<file path="src/rtl/core/kmdne_pkg.sv">
// Shared constants for the key matrix debounce and note event unit.
package kmdne_pkg;

  // Configuration register indexes
  localparam logic [2:0] REG_DEBOUNCE_COUNT = 3'd0;
  localparam logic [2:0] REG_NOTE_BASE      = 3'd1;
  localparam logic [2:0] REG_MIDI_CHANNEL   = 3'd2;
  localparam logic [2:0] REG_PRESS_VELOCITY = 3'd3;

  localparam int unsigned CFG_INDEX_W = 3;
  localparam int unsigned CFG_DATA_W  = 7;

  // Reset values of the configuration registers
  localparam logic [3:0] DEBOUNCE_COUNT_RST = 4'd3;
  localparam logic [6:0] NOTE_BASE_RST      = 7'd60;
  localparam logic [3:0] MIDI_CHANNEL_RST   = 4'd0;
  localparam logic [6:0] PRESS_VELOCITY_RST = 7'd127;

  // Note-on status byte with channel zero
  localparam logic [7:0] STATUS_NOTE_ON = 8'h90;

  // Width of the row level field
  localparam int unsigned ROW_LEVELS_W = 5;

endpackage

</file>
<file path="src/rtl/core/key_matrix_debounce_note_events_unit.sv">
// Key matrix debouncer: per-key counters walked row by row, note message emitter.
// Flow: a scan transfer is followed by a debounce update of every row key of the current column, one row key a
// cycle through a shared counter and compare; emitting then walks the rows again and can be held
// by output stalls. A new scan is stalled until emitting has finished. Reset: configuration to
// defaults, keys released, column 0.
module key_matrix_debounce_note_events_unit #(
  parameter int unsigned ROW_COUNT    = 5,
  parameter int unsigned COLUMN_COUNT = 2
) (
  input  logic                                clk_i,
  input  logic                                rst_ni,
  // Scan input channel
  input  logic                                in_valid_i,
  output logic                                in_stall_o,
  input  logic [kmdne_pkg::ROW_LEVELS_W-1:0]  row_levels_i,
  // Note message output channel
  output logic                                out_valid_o,
  input  logic                                out_stall_i,
  output logic [7:0]                          status_byte_o,
  output logic [6:0]                          note_number_o,
  output logic [6:0]                          velocity_byte_o,
  output logic [3:0]                          key_index_o,
  output logic                                last_event_o,
  // Configuration write channel
  input  logic                                cfg_valid_i,
  output logic                                cfg_ready_o,
  input  logic [kmdne_pkg::CFG_INDEX_W-1:0]   cfg_index_i,
  input  logic [kmdne_pkg::CFG_DATA_W-1:0]    cfg_data_i
);

  localparam int unsigned KEY_TOTAL = ROW_COUNT * COLUMN_COUNT;
  localparam int unsigned KW  = (KEY_TOTAL > 1) ? $clog2(KEY_TOTAL) : 1;
  localparam int unsigned KXW = (KW > 7) ? KW : 7;
  localparam int unsigned RW  = (ROW_COUNT > 1) ? $clog2(ROW_COUNT) : 1;
  localparam int unsigned CW  = (COLUMN_COUNT > 1) ? $clog2(COLUMN_COUNT) : 1;
  localparam int unsigned LVW = (ROW_COUNT > kmdne_pkg::ROW_LEVELS_W) ?
                                ROW_COUNT : kmdne_pkg::ROW_LEVELS_W;

  localparam logic [RW-1:0] ROW_LAST = RW'(ROW_COUNT - 1);
  localparam logic [CW-1:0] COL_LAST = CW'(COLUMN_COUNT - 1);

  // Sequencer states
  localparam logic [1:0] ST_IDLE = 2'd0;
  localparam logic [1:0] ST_SCAN = 2'd1;
  localparam logic [1:0] ST_EMIT = 2'd2;

  logic [1:0]           state_q, state_d;
  logic [RW-1:0]        row_q, row_d;
  logic [CW-1:0]        col_q, col_d;
  logic [LVW-1:0]       levels_q, levels_d;
  logic [ROW_COUNT-1:0] mask_q, mask_d;

  // Configuration registers
  logic [3:0] debounce_count_q;
  logic [6:0] note_base_q;
  logic [3:0] midi_channel_q;
  logic [6:0] press_velocity_q;

  // Per-key state
  logic           pend_q [KEY_TOTAL];
  logic [4:0]     cnt_q  [KEY_TOTAL];
  logic           down_q [KEY_TOTAL];

  // Output register
  logic       out_valid_q;
  logic [7:0] status_q;
  logic [6:0] note_q;
  logic [6:0] vel_q;
  logic [3:0] key_q;
  logic       last_q;

  logic           in_xfer;
  logic           out_free;
  logic           out_load;
  logic [KXW-1:0] key_full;
  logic [KW-1:0]  key_addr;
  logic           level;
  logic           pend_cur;
  logic [4:0]     cnt_cur;
  logic           down_cur;
  logic [4:0]     thresh;
  logic [4:0]     thresh_p1;
  logic [4:0]     cnt_inc;
  logic           scan_we;
  logic           pend_nx;
  logic [4:0]     cnt_nx;
  logic           down_we;
  logic           mask_set;

  assign in_stall_o  = (state_q != ST_IDLE);
  assign in_xfer     = in_valid_i && !in_stall_o;
  assign cfg_ready_o = 1'b1;

  // Shared key address: current column, current row
  assign key_full = KXW'(col_q) * KXW'(ROW_COUNT) + KXW'(row_q);
  assign key_addr = key_full[KW-1:0];
  assign level    = levels_q[row_q];
  assign pend_cur = pend_q[key_addr];
  assign cnt_cur  = cnt_q[key_addr];
  assign down_cur = down_q[key_addr];

  // Debounce threshold, a zero count behaves as one
  assign thresh    = (debounce_count_q == 4'd0) ? 5'd1 : {1'b0, debounce_count_q};
  assign thresh_p1 = thresh + 5'd1;
  assign cnt_inc   = cnt_cur + 5'd1;

  // Debounce update of the addressed key
  always_comb begin
    pend_nx  = pend_cur;
    cnt_nx   = cnt_cur;
    down_we  = 1'b0;
    mask_set = 1'b0;
    if (level != pend_cur) begin
      pend_nx = level;
      cnt_nx  = 5'd0;
    end else if (cnt_cur >= thresh_p1) begin
      cnt_nx = thresh_p1;
    end else if (cnt_inc == thresh) begin
      cnt_nx = thresh_p1;
      if (down_cur != pend_cur) begin
        down_we  = 1'b1;
        mask_set = 1'b1;
      end
    end else begin
      cnt_nx = cnt_inc;
    end
  end

  assign scan_we  = (state_q == ST_SCAN);
  assign out_free = !out_valid_q || !out_stall_i;
  assign out_load = (state_q == ST_EMIT) && (mask_q != '0) && mask_q[row_q] && out_free;

  // Sequencer
  always_comb begin
    state_d  = state_q;
    row_d    = row_q;
    col_d    = col_q;
    levels_d = levels_q;
    mask_d   = mask_q;
    case (state_q)
      ST_IDLE: begin
        if (in_xfer) begin
          levels_d = LVW'(row_levels_i);
          mask_d   = '0;
          row_d    = '0;
          state_d  = ST_SCAN;
        end
      end
      ST_SCAN: begin
        if (mask_set) begin
          mask_d[row_q] = 1'b1;
        end
        if (row_q == ROW_LAST) begin
          row_d   = '0;
          state_d = ST_EMIT;
        end else begin
          row_d = row_q + RW'(1);
        end
      end
      ST_EMIT: begin
        if (mask_q == '0) begin
          // Advance to the next column
          col_d   = (col_q == COL_LAST) ? '0 : col_q + CW'(1);
          state_d = ST_IDLE;
        end else if (!mask_q[row_q]) begin
          row_d = row_q + RW'(1);
        end else if (out_free) begin
          mask_d[row_q] = 1'b0;
          if (row_q != ROW_LAST) begin
            row_d = row_q + RW'(1);
          end
        end
      end
      default: begin
        state_d = ST_IDLE;
      end
    endcase
  end

  always_ff @(posedge clk_i or negedge rst_ni) begin
    if (!rst_ni) begin
      state_q <= ST_IDLE;
      row_q   <= '0;
      col_q   <= '0;
      mask_q  <= '0;
    end else begin
      state_q <= state_d;
      row_q   <= row_d;
      col_q   <= col_d;
      mask_q  <= mask_d;
    end
  end

  // Hold the scanned row levels
  always_ff @(posedge clk_i) begin
    levels_q <= levels_d;
  end

  // Configuration writes
  always_ff @(posedge clk_i or negedge rst_ni) begin
    if (!rst_ni) begin
      debounce_count_q <= kmdne_pkg::DEBOUNCE_COUNT_RST;
      note_base_q      <= kmdne_pkg::NOTE_BASE_RST;
      midi_channel_q   <= kmdne_pkg::MIDI_CHANNEL_RST;
      press_velocity_q <= kmdne_pkg::PRESS_VELOCITY_RST;
    end else if (cfg_valid_i && cfg_ready_o) begin
      case (cfg_index_i)
        kmdne_pkg::REG_DEBOUNCE_COUNT: debounce_count_q <= cfg_data_i[3:0];
        kmdne_pkg::REG_NOTE_BASE:      note_base_q      <= cfg_data_i;
        kmdne_pkg::REG_MIDI_CHANNEL:   midi_channel_q   <= cfg_data_i[3:0];
        kmdne_pkg::REG_PRESS_VELOCITY: press_velocity_q <= cfg_data_i;
        default: begin
        end
      endcase
    end
  end

  // Per-key debounce state
  always_ff @(posedge clk_i or negedge rst_ni) begin
    if (!rst_ni) begin
      for (int k = 0; k < KEY_TOTAL; k++) begin
        pend_q[k] <= 1'b0;
        cnt_q[k]  <= 5'd0;
        down_q[k] <= 1'b0;
      end
    end else if (scan_we) begin
      pend_q[key_addr] <= pend_nx;
      cnt_q[key_addr]  <= cnt_nx;
      if (down_we) begin
        down_q[key_addr] <= pend_cur;
      end
    end
  end

  // Output valid: set on load, drop once transferred
  always_ff @(posedge clk_i or negedge rst_ni) begin
    if (!rst_ni) begin
      out_valid_q <= 1'b0;
    end else if (out_load) begin
      out_valid_q <= 1'b1;
    end else if (!out_stall_i) begin
      out_valid_q <= 1'b0;
    end
  end

  // Output payload
  always_ff @(posedge clk_i) begin
    if (out_load) begin
      status_q <= kmdne_pkg::STATUS_NOTE_ON | {4'd0, midi_channel_q};
      note_q   <= note_base_q + key_full[6:0];
      vel_q    <= down_cur ? press_velocity_q : 7'd0;
      key_q    <= key_full[3:0];
      last_q   <= ((mask_q & ~(ROW_COUNT'(1) << row_q)) == '0);
    end
  end

  assign out_valid_o     = out_valid_q;
  assign status_byte_o   = status_q;
  assign note_number_o   = note_q;
  assign velocity_byte_o = vel_q;
  assign key_index_o     = key_q;
  assign last_event_o    = last_q;

endmodule

</file>
<file path="config.mk">
export PLATFORM = sky130hd
export DESIGN_NAME = key_matrix_debounce_note_events_unit
export DESIGN_NICKNAME = d
export VERILOG_FILES = /design/src/rtl/core/kmdne_pkg.sv /design/src/rtl/core/key_matrix_debounce_note_events_unit.sv
export SDC_FILE = /design/constraint.sdc
export NUM_CORES = 1
export LEC_CHECK = 0
export ABC_AREA = 1
export BUFFER_PORTS_ARGS = -buffer_cell sky130_fd_sc_hd__buf_2
export CAP_MARGIN = 10
export CORE_MARGIN = 4
export CORE_UTILIZATION = 55
export CTS_BUF_LIST = sky130_fd_sc_hd__clkbuf_8
export DETAILED_ROUTE_END_ITERATION = 12
export PLACE_DENSITY = 0.72
export SLEW_MARGIN = 25
export SYNTH_ARGS = -nofsm -noshare
export SYNTH_HDL_FRONTEND = slang
export SYNTH_SLANG_ARGS = --single-unit
</file>
<file path="constraint.sdc">
create_clock -name clk_i -period 3.9 [get_ports clk_i]
set_input_delay 0 -clock clk_i [delete_from_list [all_inputs] [get_ports clk_i]]
set_output_delay 0 -clock clk_i [all_outputs]
set_load 0.02 [all_outputs]
</file>
==> results.cfg <==
[detailed_routing]
first_pass_iters = 6
route.vias.total = 6426
drc_errors = 0
ant_nets = 0
wl_um = 19370
drt_iter0_drc = 729
wl_per_cell_um = 16.10
via_per_inst = 5.342

[global_route]
antenna_found_initial = 0
grt_pass1_vias = 5885
grt_pass1_wl_um = 31020
grt_use_total_pct = 26.63
grt_max_degree = 75
globalRouteOverflowTotal = 0

[flow_run]
cap_violations = 0

[placement]
gp_congestion = 0.9581
io_buffers = 44
dp_hpwl_um = 13500

[critical_path]
worstPathRequired_ns = 4.24
worst-path-buf-inv = 2
max_stage_delay_ns = 0.49
crit_chain = ha_1, nand3_1, nand2_2, nor2_4, inv_1, nor2_1, nor2_1, ha_1, a21o_1, a221oi_1, nand3_1, clkinv_1, nand3_1, nor2_4, nand2_8, nand2_4, nand2_4, nand2_1, nand2_1
critical_path_class = flip-flop to flip-flop
slowest_stage = dfrtp_1
cpMostUsedCell = nand3_1
critPathMaxFanout = 10
cp_top_family = simple AND/OR/NAND/NOR gates
cp.arrival_ns = 3.95
startpoint_type = flip-flop
r2r_slack_ns = 0.29
endpoint_kind = flip-flop

[clocking]
path_clk_slew_ns = 0.08
cts_sinks = 132
cts_root_buf = clkbuf_8
cts_tree = built
htree_levels = 4
cts_buffer_depth = 2
clock_latency_ns = 0.45
cts_inserted_buffers = 17

[yosys]
ys_warn_count = 0
netlist_area_um2 = 7377
synth_cells = 927
synth-compound-area-share_pct = 7.140
synth_ff_type = dfrtp_1
synthSimpleGateAreaFrac_pct = 32.29
synth.mux.area_fraction_pct = 0
synth_xor_xnor_area_share_pct = 0.5936
synth_cell_types = 47
synth_edf_count = 28
synth_top_family_by_area = simple AND/OR/NAND/NOR gates
async_reset_ff_share_pct = 78.79
yosysTopAreaCell = dfrtp_1
synth_adder_area_share_pct = 4.342
synth_seq_cells = 132
synth_area_leaders = dfrtp_1 31%, nand2_1 15%, edfxtp_1 11%
synth.avg_cell_area_um2 = 7.958
synth.yosys.seq_area_share_pct = 46.90
yosys.area.top_type_share_pct = 30.87

[sta]
worst_pin_slew_ns = 0.5929
fin_crit_sh_pct = 92.63
fin_skew_ns = 0.01052
fmax_mhz = 276.8
rsz0062_at_grt = no
hold_viol_final = 0
layout_min_cycle_time_ns = 3.612
slew_headroom_pct = 60.11
maxSlewViolCount = 0
final-setup-viol-count = 0
final.setup.tns_ns = 0

[layout]
final_cell_mix = 301 x nand2_1, 121 x inv_1, 91 x dfrtp_1
antenna_cells = 0
final_common_cell = nand2_1
drive_gt1_share_pct = 16.07
num-fill-cells = 1134
area_growth_pct = 15.35
finish.net_count = 1059

[hold_path]
min_path_type = primary input to flip-flop

[die]
rows = 42
die_width_um = 123.8
core_area_um2 = 13190
start_util_pct = 55.93
die_area_um2 = 15330
die_h_um = 123.8
ioPinCount = 50

[outcome]
outcome = completed
## layout make-up
cell class,count,area (µm²),share of cell area [%]
inverter,126,480.5,5.646
clock inverter,14,143.9,1.691
tap,176,220.2,2.588
multi-input combinational,648,3319,39.01
clock buffer,18,247.7,2.911
timing repair buffer,89,638.1,7.499
sequential,132,3460,40.66
## what timing repair did
item	CTS	global route
setup endpoints to repair	0	65
resized for setup	0	7
hold buffers	17	1
buffers inserted	0	3
hold endpoints to repair	109	16
## cells in the mapped netlist (all sizes together) (3+ instances only)
master,count
dfrtp,91
buf,19
nand4,46
o21bai,4
xor2,4
dfstp,13
ha,24
a21oi,16
nand3b,3
a211oi,5
nor3,4
nand2,321
edfxtp,28
nor2,74
o21ai,53
clkbuf,5
o22ai,6
nand3,68
inv,125
## logic make-up (layout without fill, tap and decap cells)
group	count (synthesis)	after routing
xor gates and xnor gates	5	5
buffers and inverters	150	247
other	2	5
AOI/OAI and AO/OA	93	93
DFF	132	132
and+or+nand+nor	520	520
adders and majority gates	25	25
## worst min-delay path, stage by stage
cell and delay (ns):
buf_2 0.10, inv_1 0.05, nand3_1 0.21, o21ai_0 0.11
## flip-flops by register name (all words and copies together), names as in the netlist
name              cells
row_q                 3
note_base_q           7
mask_q                5
last_event_o          1
col_q                 1
out_valid_o           1
state_q               2
cnt_q                50
pend_q               10
key_index_o           4
status_byte_o         4
debounce_count_q      4
press_velocity_q      7
note_number_o         7
velocity_byte_o       7
down_q               10
midi_channel_q        4
levels_q              5
## worst paths after layout
kind / to / start / cells past startpoint
max in group asynchronous: note_base_q[5]$_DFFE_PN1P_ / rst_ni / 4
worst min register to register: status_byte_o[2]$_DFFE_PP_ / midi_channel_q[2]$_DFFE_PN0P_ / 0
worst max-delay path: mask_q[4]$_DFFE_PN0P_ / row_q[2]$_DFFE_PN0P_ / 19
worst min-delay path: debounce_count_q[0]$_DFFE_PN1P_ / cfg_index_i[1] / 4
worst max register to register: mask_q[4]$_DFFE_PN0P_ / row_q[2]$_DFFE_PN0P_ / 19
min in group asynchronous: cnt_q[45]$_DFFE_PN0P_ / rst_ni / 3
## per-stage QoR
stage               instance area (µm²)  std cells  utilization (%)  hold slack, ns  setup WS (ns)
floorplan                          7388        930                -         -0.2956         0.3265
global placement                   7860       1149            59.59          0.1761         0.1479
detailed placement                 7860       1149            59.59          0.1788       0.009741
CTS                                8422       1198            63.85        0.007392      0.0008864
global route                       8509       1203            64.51         0.05861        0.01226
finish                             8509       1203            64.51         0.03309         0.2875
## routing by layer
layer / vias to the layer above / global-route usage, % / wire [µm] / part of all wire, %
li1: 3167 / - / - / -
met1: 2986 / 38.71 / 8630 / 45
met2: 240 / 39.84 / 8832 / 46
met3: 33 / 6.449 / 1554 / 8.0
met4: 0 / 7.405 / 346 / 1.8
met5: - / 0 / 0 / 0
Power is left out: the tool's default activity adds up to more than one toggle a clock period on the data nets, which glitch-free logic cannot reach.
